==> src/rtl/sle_pkg.sv <==
// Shared package of the sequential list engine: field widths, mode, status and
// sequencer state codes, and the default capacity.
// Depends on nothing; imported by rtl/sequential_list_engine.sv and test/testbench.sv.
package sle_pkg;

  localparam int unsigned CAPACITY_DEF = 64;
  localparam int unsigned POS_W        = 7;
  localparam int unsigned DATA_W       = 32;
  localparam int unsigned LEN_W        = 7;

  typedef enum logic [2:0] {
    MODE_GET      = 3'd0,
    MODE_INSERT   = 3'd1,
    MODE_DELETE   = 3'd2,
    MODE_LOCATE   = 3'd3,
    MODE_PRED     = 3'd4,
    MODE_SUCC     = 3'd5,
    MODE_CLEAR    = 3'd6,
    MODE_READ_ALL = 3'd7
  } sle_mode_e;

  typedef enum logic [1:0] {
    ST_OK      = 2'd0,
    ST_BAD_POS = 2'd1,
    ST_NONE    = 2'd2,
    ST_FULL    = 2'd3
  } sle_status_e;

  typedef enum logic [3:0] {
    S_IDLE,
    S_SQUARE,
    S_GET,
    S_INS_SHIFT,
    S_INS_KEY,
    S_DEL_WALK,
    S_SEARCH,
    S_READ_ALL,
    S_DONE
  } sle_state_e;

endpackage

==> src/rtl/sequential_list_engine.sv <==
// Sequential list engine: ordered list of signed 32-bit elements in a
// single-port-write, single-port-read element memory, walked by a small sequencer.
// Depends on rtl/sle_pkg.sv.
//
// Usage:
//   Input channel (in_valid_i/in_ready_o) carries one command item: mode_i,
//   position_i, key_value_i. in_ready_o is high only while the sequencer is idle,
//   so one item is in work at a time. Output channel (out_valid_o/out_ready_i)
//   carries result items from an output register; the next command is taken
//   while the last result still waits there.
//   Every command gives one result, except read-all of a non-empty list, which
//   gives one result per element with last_o on the final one.
//   The single memory read port gives one element per cycle, so insert, delete,
//   locate/predecessor/successor and read-all walk the list one element at a
//   time, read-all only while the receiver is ready. The squared locate rule
//   adds a squaring step before the search.
//   match_rule is written through cfg_we_i/cfg_wdata_i while idle.
//   Reset empties the list (count zero) and clears match_rule; the element
//   memory itself is not cleared, so no clearing pass runs.
//   When the receiver stalls, the output register holds its item and the
//   sequencer waits in its final step (read-all pauses between elements).
module sequential_list_engine
  import sle_pkg::*;
#(
  parameter int unsigned CAPACITY = CAPACITY_DEF
) (
  input  logic                     clk_i,
  input  logic                     rst_ni,
  input  logic                     cfg_we_i,
  input  logic                     cfg_wdata_i,
  input  logic                     in_valid_i,
  output logic                     in_ready_o,
  input  logic [2:0]               mode_i,
  input  logic [POS_W-1:0]         position_i,
  input  logic signed [DATA_W-1:0] key_value_i,
  output logic                     out_valid_o,
  input  logic                     out_ready_i,
  output logic [1:0]               status_o,
  output logic signed [DATA_W-1:0] data_out_o,
  output logic [LEN_W-1:0]         found_index_o,
  output logic [LEN_W-1:0]         list_length_o,
  output logic                     last_o
);

  localparam int unsigned AW = $clog2(CAPACITY);
  localparam int unsigned CW = $clog2(CAPACITY + 1);
  // Compare width: covers count, position and count+1 without wrap.
  localparam int unsigned XW = ((CW > POS_W) ? CW : POS_W) + 1;

  // Sequencer and control state.
  sle_state_e        state_q, state_d;
  logic [CW-1:0]     count_q, count_d;
  logic [CW-1:0]     idx_q, idx_d;
  logic              hit_q, hit_d;
  logic              match_rule_q;

  // Latched command item.
  sle_mode_e         mode_q;
  logic [POS_W-1:0]  pos_q;
  logic [DATA_W-1:0] key_q;

  // Search operands.
  logic [DATA_W-1:0] target_q, target_d;
  logic [DATA_W-1:0] prev_q, prev_d;

  // Staged single result.
  sle_status_e       res_status_q, res_status_d;
  logic [DATA_W-1:0] res_data_q, res_data_d;
  logic [LEN_W-1:0]  res_fidx_q, res_fidx_d;

  // Output register.
  logic              out_valid_q, out_valid_d;
  sle_status_e       out_status_q, out_status_d;
  logic [DATA_W-1:0] out_data_q, out_data_d;
  logic [LEN_W-1:0]  out_fidx_q, out_fidx_d;
  logic [LEN_W-1:0]  out_len_q, out_len_d;
  logic              out_last_q, out_last_d;

  // Element memory: one write and one registered read per cycle.
  logic [DATA_W-1:0] mem_q [CAPACITY];
  logic              re, we;
  logic [AW-1:0]     ra, wa;
  logic [DATA_W-1:0] wd;
  logic [DATA_W-1:0] rdata_q;
  logic [AW-1:0]     rtag_q;
  logic              rvld_q;

  // Shared conditions.
  logic              accept, out_free;
  sle_mode_e         in_mode;
  logic [XW-1:0]     pos_in_x, pos_q_x, cnt_x, rtag_x, rtag_next_x, idx_x;
  logic              get_bad, ins_bad, is_full, append;
  logic              tag_at_pos, tag_is_end, rd_eq;
  logic              loc_hit, pred_hit, succ_hit, succ_arm;
  logic              search_hit, search_miss;

  assign in_ready_o  = (state_q == S_IDLE);
  assign accept      = in_valid_i && in_ready_o;
  assign out_free    = !out_valid_q || out_ready_i;
  assign in_mode     = sle_mode_e'(mode_i);

  assign pos_in_x    = XW'(position_i);
  assign pos_q_x     = XW'(pos_q);
  assign cnt_x       = XW'(count_q);
  assign rtag_x      = XW'(rtag_q);
  assign rtag_next_x = rtag_x + XW'(1);
  assign idx_x       = XW'(idx_q);

  assign get_bad     = (pos_in_x == '0) || (pos_in_x > cnt_x);
  assign ins_bad     = (pos_in_x == '0) || (pos_in_x > cnt_x + XW'(1));
  assign is_full     = (cnt_x == XW'(CAPACITY));
  assign append      = (pos_in_x == cnt_x + XW'(1));

  assign tag_at_pos  = (rtag_x == pos_q_x - XW'(1));
  assign tag_is_end  = (rtag_next_x == cnt_x);
  assign rd_eq       = (rdata_q == target_q);

  // Search outcomes, judged on the element that just came out of memory.
  assign loc_hit     = (mode_q == MODE_LOCATE) && rvld_q && rd_eq;
  assign pred_hit    = (mode_q == MODE_PRED) && rvld_q && (rtag_q != '0) && rd_eq;
  assign succ_hit    = (mode_q == MODE_SUCC) && hit_q;
  assign succ_arm    = (mode_q == MODE_SUCC) && rvld_q && !hit_q && rd_eq && !tag_is_end;
  assign search_hit  = loc_hit || pred_hit || succ_hit;
  assign search_miss = !search_hit && !succ_arm && rvld_q && tag_is_end;

  // Next state.
  always_comb begin
    state_d = state_q;
    case (state_q)
      S_IDLE: begin
        if (accept) begin
          case (in_mode)
            MODE_GET:    state_d = get_bad ? S_DONE : S_GET;
            MODE_INSERT: begin
              if (ins_bad || is_full) begin
                state_d = S_DONE;
              end else if (append) begin
                state_d = S_INS_KEY;
              end else begin
                state_d = S_INS_SHIFT;
              end
            end
            MODE_DELETE: state_d = get_bad ? S_DONE : S_DEL_WALK;
            MODE_LOCATE: begin
              if (count_q == '0) begin
                state_d = S_DONE;
              end else if (match_rule_q) begin
                state_d = S_SQUARE;
              end else begin
                state_d = S_SEARCH;
              end
            end
            MODE_PRED, MODE_SUCC: state_d = (count_q == '0) ? S_DONE : S_SEARCH;
            MODE_CLEAR:           state_d = S_DONE;
            MODE_READ_ALL:        state_d = (count_q == '0) ? S_DONE : S_READ_ALL;
            default:              state_d = S_DONE;
          endcase
        end
      end
      S_SQUARE:    state_d = S_SEARCH;
      S_GET:       state_d = S_DONE;
      S_INS_SHIFT: if (tag_at_pos) state_d = S_INS_KEY;
      S_INS_KEY:   state_d = S_DONE;
      S_DEL_WALK:  if (tag_is_end) state_d = S_DONE;
      S_SEARCH:    if (search_hit || search_miss) state_d = S_DONE;
      S_READ_ALL:  if (out_free && tag_is_end) state_d = S_IDLE;
      S_DONE:      if (out_free) state_d = S_IDLE;
      default:     state_d = S_IDLE;
    endcase
  end

  // Datapath, memory port and output register control.
  always_comb begin
    count_d      = count_q;
    idx_d        = idx_q;
    hit_d        = hit_q;
    target_d     = target_q;
    prev_d       = prev_q;
    res_status_d = res_status_q;
    res_data_d   = res_data_q;
    res_fidx_d   = res_fidx_q;
    out_valid_d  = out_valid_q && !out_ready_i;
    out_status_d = out_status_q;
    out_data_d   = out_data_q;
    out_fidx_d   = out_fidx_q;
    out_len_d    = out_len_q;
    out_last_d   = out_last_q;
    re           = 1'b0;
    ra           = '0;
    we           = 1'b0;
    wa           = '0;
    wd           = rdata_q;

    case (state_q)
      S_IDLE: begin
        if (accept) begin
          hit_d        = 1'b0;
          idx_d        = '0;
          target_d     = key_value_i;
          res_status_d = ST_OK;
          res_data_d   = '0;
          res_fidx_d   = '0;
          case (in_mode)
            MODE_GET: begin
              if (get_bad) begin
                res_status_d = ST_BAD_POS;
              end else begin
                re = 1'b1;
                ra = AW'(pos_in_x - XW'(1));
              end
            end
            MODE_INSERT: begin
              if (ins_bad) begin
                res_status_d = ST_BAD_POS;
              end else if (is_full) begin
                res_status_d = ST_FULL;
              end else if (!append) begin
                // Start the upward shift at the last element.
                re = 1'b1;
                ra = AW'(cnt_x - XW'(1));
              end
            end
            MODE_DELETE: begin
              if (get_bad) begin
                res_status_d = ST_BAD_POS;
              end else begin
                re = 1'b1;
                ra = AW'(pos_in_x - XW'(1));
              end
            end
            MODE_LOCATE, MODE_PRED, MODE_SUCC: begin
              if (count_q == '0) res_status_d = ST_NONE;
            end
            MODE_CLEAR: count_d = '0;
            MODE_READ_ALL: begin
              if (count_q == '0) begin
                res_status_d = ST_NONE;
              end else begin
                re = 1'b1;
                ra = '0;
              end
            end
            default: ;
          endcase
        end
      end

      S_SQUARE: begin
        // Low word of the square is all the locate test needs.
        target_d = key_q * key_q;
      end

      S_GET: res_data_d = rdata_q;

      S_INS_SHIFT: begin
        // Move the element just read one place up; read the one below it.
        we = 1'b1;
        wa = AW'(rtag_next_x);
        wd = rdata_q;
        if (!tag_at_pos) begin
          re = 1'b1;
          ra = rtag_q - AW'(1);
        end
      end

      S_INS_KEY: begin
        we      = 1'b1;
        wa      = AW'(pos_q_x - XW'(1));
        wd      = key_q;
        count_d = count_q + CW'(1);
      end

      S_DEL_WALK: begin
        // First element read is the one removed; the rest move one place down.
        if (tag_at_pos) begin
          res_data_d = rdata_q;
        end else begin
          we = 1'b1;
          wa = rtag_q - AW'(1);
          wd = rdata_q;
        end
        if (tag_is_end) begin
          count_d = count_q - CW'(1);
        end else begin
          re = 1'b1;
          ra = AW'(rtag_next_x);
        end
      end

      S_SEARCH: begin
        if (idx_x < cnt_x) begin
          re    = 1'b1;
          ra    = AW'(idx_q);
          idx_d = idx_q + CW'(1);
        end
        if (rvld_q) prev_d = rdata_q;
        if (succ_arm) hit_d = 1'b1;
        if (search_hit) begin
          res_status_d = ST_OK;
          res_data_d   = pred_hit ? prev_q : rdata_q;
          res_fidx_d   = loc_hit ? LEN_W'(rtag_next_x) : '0;
        end else if (search_miss) begin
          res_status_d = ST_NONE;
          res_data_d   = '0;
          res_fidx_d   = '0;
        end
      end

      S_READ_ALL: begin
        // Hand each element straight to the output register; read the next
        // one only once this one has a place to go.
        if (out_free) begin
          out_valid_d  = 1'b1;
          out_status_d = ST_OK;
          out_data_d   = rdata_q;
          out_fidx_d   = '0;
          out_len_d    = LEN_W'(count_q);
          out_last_d   = tag_is_end;
          if (!tag_is_end) begin
            re = 1'b1;
            ra = AW'(rtag_next_x);
          end
        end
      end

      S_DONE: begin
        if (out_free) begin
          out_valid_d  = 1'b1;
          out_status_d = res_status_q;
          out_data_d   = res_data_q;
          out_fidx_d   = res_fidx_q;
          out_len_d    = LEN_W'(count_q);
          out_last_d   = 1'b1;
        end
      end

      default: ;
    endcase
  end

  // Control registers.
  always_ff @(posedge clk_i or negedge rst_ni) begin
    if (!rst_ni) begin
      state_q      <= S_IDLE;
      count_q      <= '0;
      idx_q        <= '0;
      hit_q        <= 1'b0;
      match_rule_q <= 1'b0;
      out_valid_q  <= 1'b0;
      rvld_q       <= 1'b0;
    end else begin
      state_q     <= state_d;
      count_q     <= count_d;
      idx_q       <= idx_d;
      hit_q       <= hit_d;
      out_valid_q <= out_valid_d;
      rvld_q      <= re;
      if (cfg_we_i) match_rule_q <= cfg_wdata_i;
    end
  end

  // Payload registers.
  always_ff @(posedge clk_i) begin
    if (accept) begin
      mode_q <= in_mode;
      pos_q  <= position_i;
      key_q  <= key_value_i;
    end
    target_q     <= target_d;
    prev_q       <= prev_d;
    res_status_q <= res_status_d;
    res_data_q   <= res_data_d;
    res_fidx_q   <= res_fidx_d;
    out_status_q <= out_status_d;
    out_data_q   <= out_data_d;
    out_fidx_q   <= out_fidx_d;
    out_len_q    <= out_len_d;
    out_last_q   <= out_last_d;
  end

  // Element memory; read data holds while no read is issued.
  always_ff @(posedge clk_i) begin
    if (we) mem_q[wa] <= wd;
    if (re) begin
      rdata_q <= mem_q[ra];
      rtag_q  <= ra;
    end
  end

  assign out_valid_o   = out_valid_q;
  assign status_o      = out_status_q;
  assign data_out_o    = out_data_q;
  assign found_index_o = out_fidx_q;
  assign list_length_o = out_len_q;
  assign last_o        = out_last_q;

  // Count never passes the store size.
  assert property (@(posedge clk_i) disable iff (!rst_ni) cnt_x <= XW'(CAPACITY))
    else $error("list count exceeds capacity");

  // Every memory read targets a live element.
  assert property (@(posedge clk_i) disable iff (!rst_ni) re |-> (XW'(ra) < cnt_x))
    else $error("memory read beyond list length");

  // Shifts never read and write the same entry in one cycle.
  assert property (@(posedge clk_i) disable iff (!rst_ni) (re && we) |-> (ra != wa))
    else $error("read and write collide on one entry");

  // Insert commits exactly one new element.
  assert property (@(posedge clk_i) disable iff (!rst_ni)
    (state_q == S_INS_KEY) |=> (count_q == $past(count_q) + CW'(1)))
    else $error("insert did not grow the list by one");

  // Count only moves on accept, insert commit or delete end.
  assert property (@(posedge clk_i) disable iff (!rst_ni)
    (state_q != S_IDLE && state_q != S_INS_KEY && state_q != S_DEL_WALK)
      |=> $stable(count_q))
    else $error("list count changed outside a commit step");

endmodule

==> config.mk <==
export PLATFORM = sky130hd
export DESIGN_NAME = sequential_list_engine
export DESIGN_NICKNAME = d
export VERILOG_FILES = /design/src/rtl/sle_pkg.sv /design/src/rtl/sequential_list_engine.sv
export SDC_FILE = /design/constraint.sdc
export NUM_CORES = 2
export LEC_CHECK = 0
export BUFFER_PORTS_ARGS = -buffer_cell sky130_fd_sc_hd__buf_2
export CORE_MARGIN = 10
export CORE_UTILIZATION = 50
export CTS_BUF_LIST = sky130_fd_sc_hd__clkbuf_8
export CTS_CLUSTER_SIZE = 14
export DETAILED_ROUTE_END_ITERATION = 6
export GPL_ROUTABILITY_DRIVEN = 0
export GPL_TIMING_DRIVEN = 1
export PLACE_DENSITY = 0.65
export SYNTH_ARGS = -nofsm -noshare
export SYNTH_HDL_FRONTEND = slang
export SYNTH_SLANG_ARGS = --single-unit
==> constraint.sdc <==
create_clock -name clk_i -period 8.6 [get_ports clk_i]
set_input_delay 0 -clock clk_i [delete_from_list [all_inputs] [get_ports clk_i]]
set_output_delay 0 -clock clk_i [all_outputs]
set_load 0.05 [all_outputs]
# Yosys cells after proc, flatten, opt, wreduce, memory -nomap -nowiden
# Memories as Yosys holds them, arrays and structs flattened. A register that Yosys moved wholly into a read port is not among the register bits.
# Cells that the tools add are included.
dict set report totals {
  register_bits 224
  ramBits 2048
  in_bits 48
  output_inout_bits 51
  n_memories 1
}
dict set report classes {
  addsub 9
  n_mul 1
  n_lt_le_gt_ge 3
  n_eq_ne 35
  n_mux 89
  reduce_logical 55
}
# name depth word_bits rd rd_ports_with_merged_regs write_ports line_no
set mem_list {}
lappend mem_list {mem_q 64 32 1 1 1 sequential_list_engine.sv:80} ;# logic [DATA_W-1:0] mem_q [CAPACITY];
# cell n
set ops {}
lappend ops {{32-bit 2-to-1 mux} 9}
lappend ops {{32-bit case mux with 2 select lines} 2}
lappend ops {{32-bit case mux with 4 select lines} 1}
lappend ops {{7-bit 2-to-1 mux} 10}
lappend ops {{6-bit 2-to-1 mux} 9}
lappend ops {{4-bit 2-to-1 mux} 12}
lappend ops {{7-bit case mux with 2 select lines} 3}
lappend ops {{32-bit equality test} 1}
lappend ops {{32-bit by 32-bit multiplier with 32-bit output} 1}
lappend ops {{4-bit case mux with 8 select lines} 1}
lappend ops {{6-bit case mux with 5 select lines} 1}
lappend ops {{4-bit case mux with 7 select lines} 1}
lappend ops {{7-bit case mux with 3 select lines} 1}
lappend ops {{1-bit 2-to-1 mux} 19}
lappend ops {{3-bit equality test (second input constant)} 6}
lappend ops {{2-bit inequality test (second input constant)} 9}
lappend ops {{6-bit case mux with 3 select lines} 1}
lappend ops {{6-bit by 1-bit subtractor with 6-bit output (second input constant)} 3}
lappend ops {{4-bit by 3-bit equality test with 1-bit output (second input constant)} 4}
lappend ops {{1-bit logical AND} 16}
lappend ops {{2-bit 2-to-1 mux} 8}
lappend ops {{7-bit by 1-bit adder with 7-bit output (second input constant)} 2}
lappend ops {{6-bit case mux with 2 select lines} 1}
lappend ops {{3-bit AND reduction} 4}
lappend ops {{39 further kinds} 67}

# Longest topological paths before layout
dict set report logic_depth {
  depth_word 13
  mapped_depth 29
  mapped_depth_nobuf 28
}

# Least setup slack after synthesis
# Ideal clock, no wire load.
dict set report synth_timing {
  path_type {register to register}
  from {register key_q[13]}
  to {register target_q[28], data pin}
  setup_time_ns 0.267
  t_arrival_ns 7.184
  required_time_ns 8.333
  slack_ns 1.150
  stages_incl_launch_ff 25
  path_buffers 2
  path_cell_list {edfxtp_1 -> clkbuf_1 -> clkbuf_1 -> and2_1 -> fa_1 -> fa_1 -> fa_1 -> inv_1 -> fa_1 -> inv_1 -> fa_1 -> ha_1 -> fa_1 -> fa_1 -> ha_1 -> a21o_1 -> a211oi_1 -> o21ai_0 -> a31o_2 -> o41ai_1 -> nor3_1 -> or3_1 -> a21oi_1 -> xor2_1 -> o21ai_0}
}
dict set report synth_via {
  elab_chain_cells 2
}
# element line_no
set synth_rtl {}
lappend synth_rtl {{start: declaration} sequential_list_engine.sv:60} ;# logic [DATA_W-1:0] key_q;
lappend synth_rtl {{start signal: assignment} sequential_list_engine.sv:367} ;# key_q <= key_value_i;
lappend synth_rtl {{32-bit by 32-bit multiplier with 32-bit output} sequential_list_engine.sv:250} ;# target_d = key_q * key_q;
lappend synth_rtl {{32-bit case mux with 2 select lines} sequential_list_engine.sv:194} ;# case (state_q)
lappend synth_rtl {{net target_d[28]} sequential_list_engine.sv:63} ;# logic [DATA_W-1:0] target_q, target_d;
lappend synth_rtl {{end signal: assignment} sequential_list_engine.sv:369} ;# target_q <= target_d;
lappend synth_rtl {{end: declaration} sequential_list_engine.sv:63}
# The timed path passes the listed nets, and every way through them passes these cells.
# A chain may end at the register's enable or synchronous reset.

# Worst setup path after layout
dict set report layout_timing {
  from {register key_q[7]}
  to {register target_q[31], data pin}
}
# Same word-level chain as after synthesis.

==> summary.md <==
| Metric | Value |
|---|---|
| Status | `finished, violations left` |
| Failing checks | `design-rule violations` |
| WS Path Type | `flip-flop to flip-flop` |
| Via count | `69543` |
| Vias in the first global route | `68011` |
| Layout fillers | `16989` |
| Synth area leader | `edfxtp_1` |
| Area grow syn2layout | `11.4%` |
| Gate Count Post-Synth | `8089` |
| Top cells by area, synth | `edfxtp_1 (65%), fa_1 (6.9%), nand2_1 (6.7%)` |
| Synth Cell Area | `106000 um^2` |
| H-tree Lvls | `5` |
| Detailed placement HPWL | `186000 um` |
| Endpoint class of the critical path | `flip-flop` |
| Max Cap Viol | `0` |
| WP data required | `9.37 ns` |
| Area occupied by registers | `69100 um^2` |
| RSZ-0062 raised after global routing | `no` |
| Arr. time, crit path | `8.81 ns` |
| Clk sink count | `2304` |
| Multi-input logic area | `33400 um^2` |
| Synthesized area per cell | `13.1 um^2` |
| Wirelength, routed | `315000 um` |
| Ratio of cells with drive above 1 in the final layout | `10.9%` |
| Worst Tran Pin Value | `1.32 ns` |
| Register area share after synthesis | `65.4%` |
| Dominant synthesized flop cell | `edfxtp_1` |
| DRT Pass-1 Iters | `7` |
| Clk_skew | `0.0774 ns` |
| Most common cell after layout, fill and taps aside | `edfxtp_1` |
| Largest net degree at the start of global routing | `135` |
| Final critical-path required period | `8.04 ns` |
| Die height | `480 um` |
| Finished layout cell area | `118000 um^2` |
| Relative slew slack | `11.3%` |
| Final Setup Violations | `0` |
| Grt ovf | `0` |
| Top cell type's share of synthesized area | `64.9%` |
| Main combinational cell family by area after synthesis | `simple AND/OR/NAND/NOR gates` |
| FFs w/ async S/R, synth | `0.955%` |
| Netlist cell types | `77` |
| Initial antenna violation count | `20` |
| Synth Area in Compound Gates | `6.15%` |
| CTS Buf Count | `383` |
| Most frequent cells in the layout | `edfxtp_1 (2282), nand2_1 (1869), nand3_1 (593)` |
| IO Pins | `99` |
| Yosys warnings | `0` |
| Count of pins over their slew limit | `0` |
| # DRC | `1` |
| Placed cell area | `110000 um^2` |
| Post-Synth XOR/XNOR Area | `1.13%` |
| Final Worst Setup Slack | `0.560 ns` |
| Post-Synth Simple-Gate Area | `13.0%` |
| Starting density of the core | `50.3%` |
| DIE AREA | `230000 um^2` |
| Total track usage | `26.7%` |
| Final Hold Vio Count | `0` |
| Number of enable flip-flop cells after synthesis | `2282` |
| Setup TNS | `0 ns` |
| CTS tree | `done` |
| Initial DRC Count | `9615` |
| Die width | `480 um` |
| Post-synthesis adder-cell area fraction | `8.88%` |
| Antenna Violating Nets Remaining | `0` |
| Hold crit path type | `primary input to flip-flop` |
| Core area | `210000 um^2` |
| Clk buf depth | `4` |
| Seq cells post-synth | `2304` |
| Crit Path Max Fanout | `12` |
| Mux contribution to synthesized area | `1.87%` |
| Clk root buf | `clkbuf_8` |
| Vias per inst | `6.05` |
| First-pass GRT wire length | `460000 um` |
| Clock transition at the registers of the reported paths | `0.07 ns` |
| WL/cell | `27.4 um` |
| Final period util | `93.5%` |
| Net count of the mapped netlist | `8667` |
| Final nets | `8998` |
| Row Count | `168` |
| FMAX | `124 MHz` |
| Port bufs | `98` |
| Worst-skew pair later-pin latency | `1.12 ns` |
| Worst Setup Start Kind | `flip-flop` |
| Setup WS pre-CTS | `0.600 ns` |
[synth_stat cells, drive strengths merged (15+ instances only)]
master,count
and3,151
a32oi,94
nand3,594
o21ai,106
nor2b,16
dfrtp,22
nor2,149
a21oi,106
mux2,63
nor3,38
o31ai,30
buf,202
nand4,62
xor2,45
mux2i,113
or3,15
inv,460
a22oi,26
a311oi,124
and2,158
a211oi,77
a22o,36
ha,165
nand2,1871
xnor2,86
a31oi,122
edfxtp,2282
fa,365
clkbuf,270
a21o,42
nor4,35
[cell type report]
type,count,area share (%)
sequential,2304,58.7
multi-input combinational,4853,28.4
clock buffer,389,4.55
tap,2805,2.98
timing repair buffer,418,2.83
inverter,460,1.50
clock inverter,253,1.00
antenna,8,0.0170
[stage by stage]
step / cells / hold slack (ns) / utilization [%]
after CTS: 11482 / 0.0105 / 56.1
after floorplan: 8089 / -0.296 / -
after detailed placement: 10745 / 0.0450 / 52.5
after global routing: 11485 / 0.0893 / 56.1
after global placement: 10745 / 0.0341 / 52.5
final: 11490 / 0.0914 / 56.1
[kinds of logic after synthesis]
family          Yosys count
compound gates          888
xor+xnor                133
fa+ha+maj               530
buf+inv                 932
flops                  2304
mux                     182
simple gates           3120
[routing by layer]
layer,share of wire (%),GRT usage (%),up-vias
li1,-,-,29845
met1,39,36.6,34843
met5,0.011,0,-
met4,4.0,9.65,6
met3,11,5.89,695
met2,46,42.2,4154
[worst max-delay path: stages (launching register included)]
cell	delay, ns
edfxtp_1	0.61
buf_4	0.29
nand2_1	0.13
inv_1	0.08
fa_1	0.47
fa_1	0.47
fa_1	0.56
inv_1	0.06
fa_1	0.47
inv_1	0.05
fa_1	0.50
inv_1	0.06
fa_1	0.53
inv_1	0.05
fa_1	0.49
fa_1	0.42
ha_1	0.35
a2111oi_1	0.60
nand2_1	0.11
a31o_2	0.25
nand2_1	0.10
o21ai_0	0.17
a41oi_1	0.30
o21ai_0	0.12
nand2_1	0.11
o21ai_0	0.11
xnor2_1	0.18
o21ai_0	0.08
[repair_timing]
item                                    4_1_cts  5_1_grt
hold buffers                                 95        0
buffers inserted                              0        0
endpoints found under the setup margin        0        1
endpoints found under the hold margin       209        0
resized for setup                             0        1
[state kept, by name (all words and copies together), names as in the netlist, 2 cells and up]
register / flops
target_q: 32
rtag_q: 6
data_out_o: 32
pos_q: 7
key_q: 32
list_length_o: 7
found_index_o: 7
res_data_q: 32
status_o: 2
count_q: 7
prev_q: 32
idx_q: 7
state_q: 4
mode_q: 3
res_status_q: 2
mem_q: 2048
res_fidx_q: 7
rdata_q: 32
[final timing paths]
path | startpoint | endpoint | slack (ns) | cells past startpoint
setup reg to reg | key_q[7] | target_q[31] | 0.56 | 27
hold reg to reg | prev_q[16] | res_data_q[16] | 0.52 | 1
max in group asynchronous | rst_ni | count_q[5] | 7.89 | 5
hold / removal | mode_i[1] | state_q[0] | 0.09 | 4
setup / recovery | key_q[7] | target_q[31] | 0.56 | 27
min in group asynchronous | rst_ni | state_q[0] | 0.52 | 5
Power is left out: the tool's default activity adds up to more than one toggle a clock period on the data nets, which glitch-free logic cannot reach.
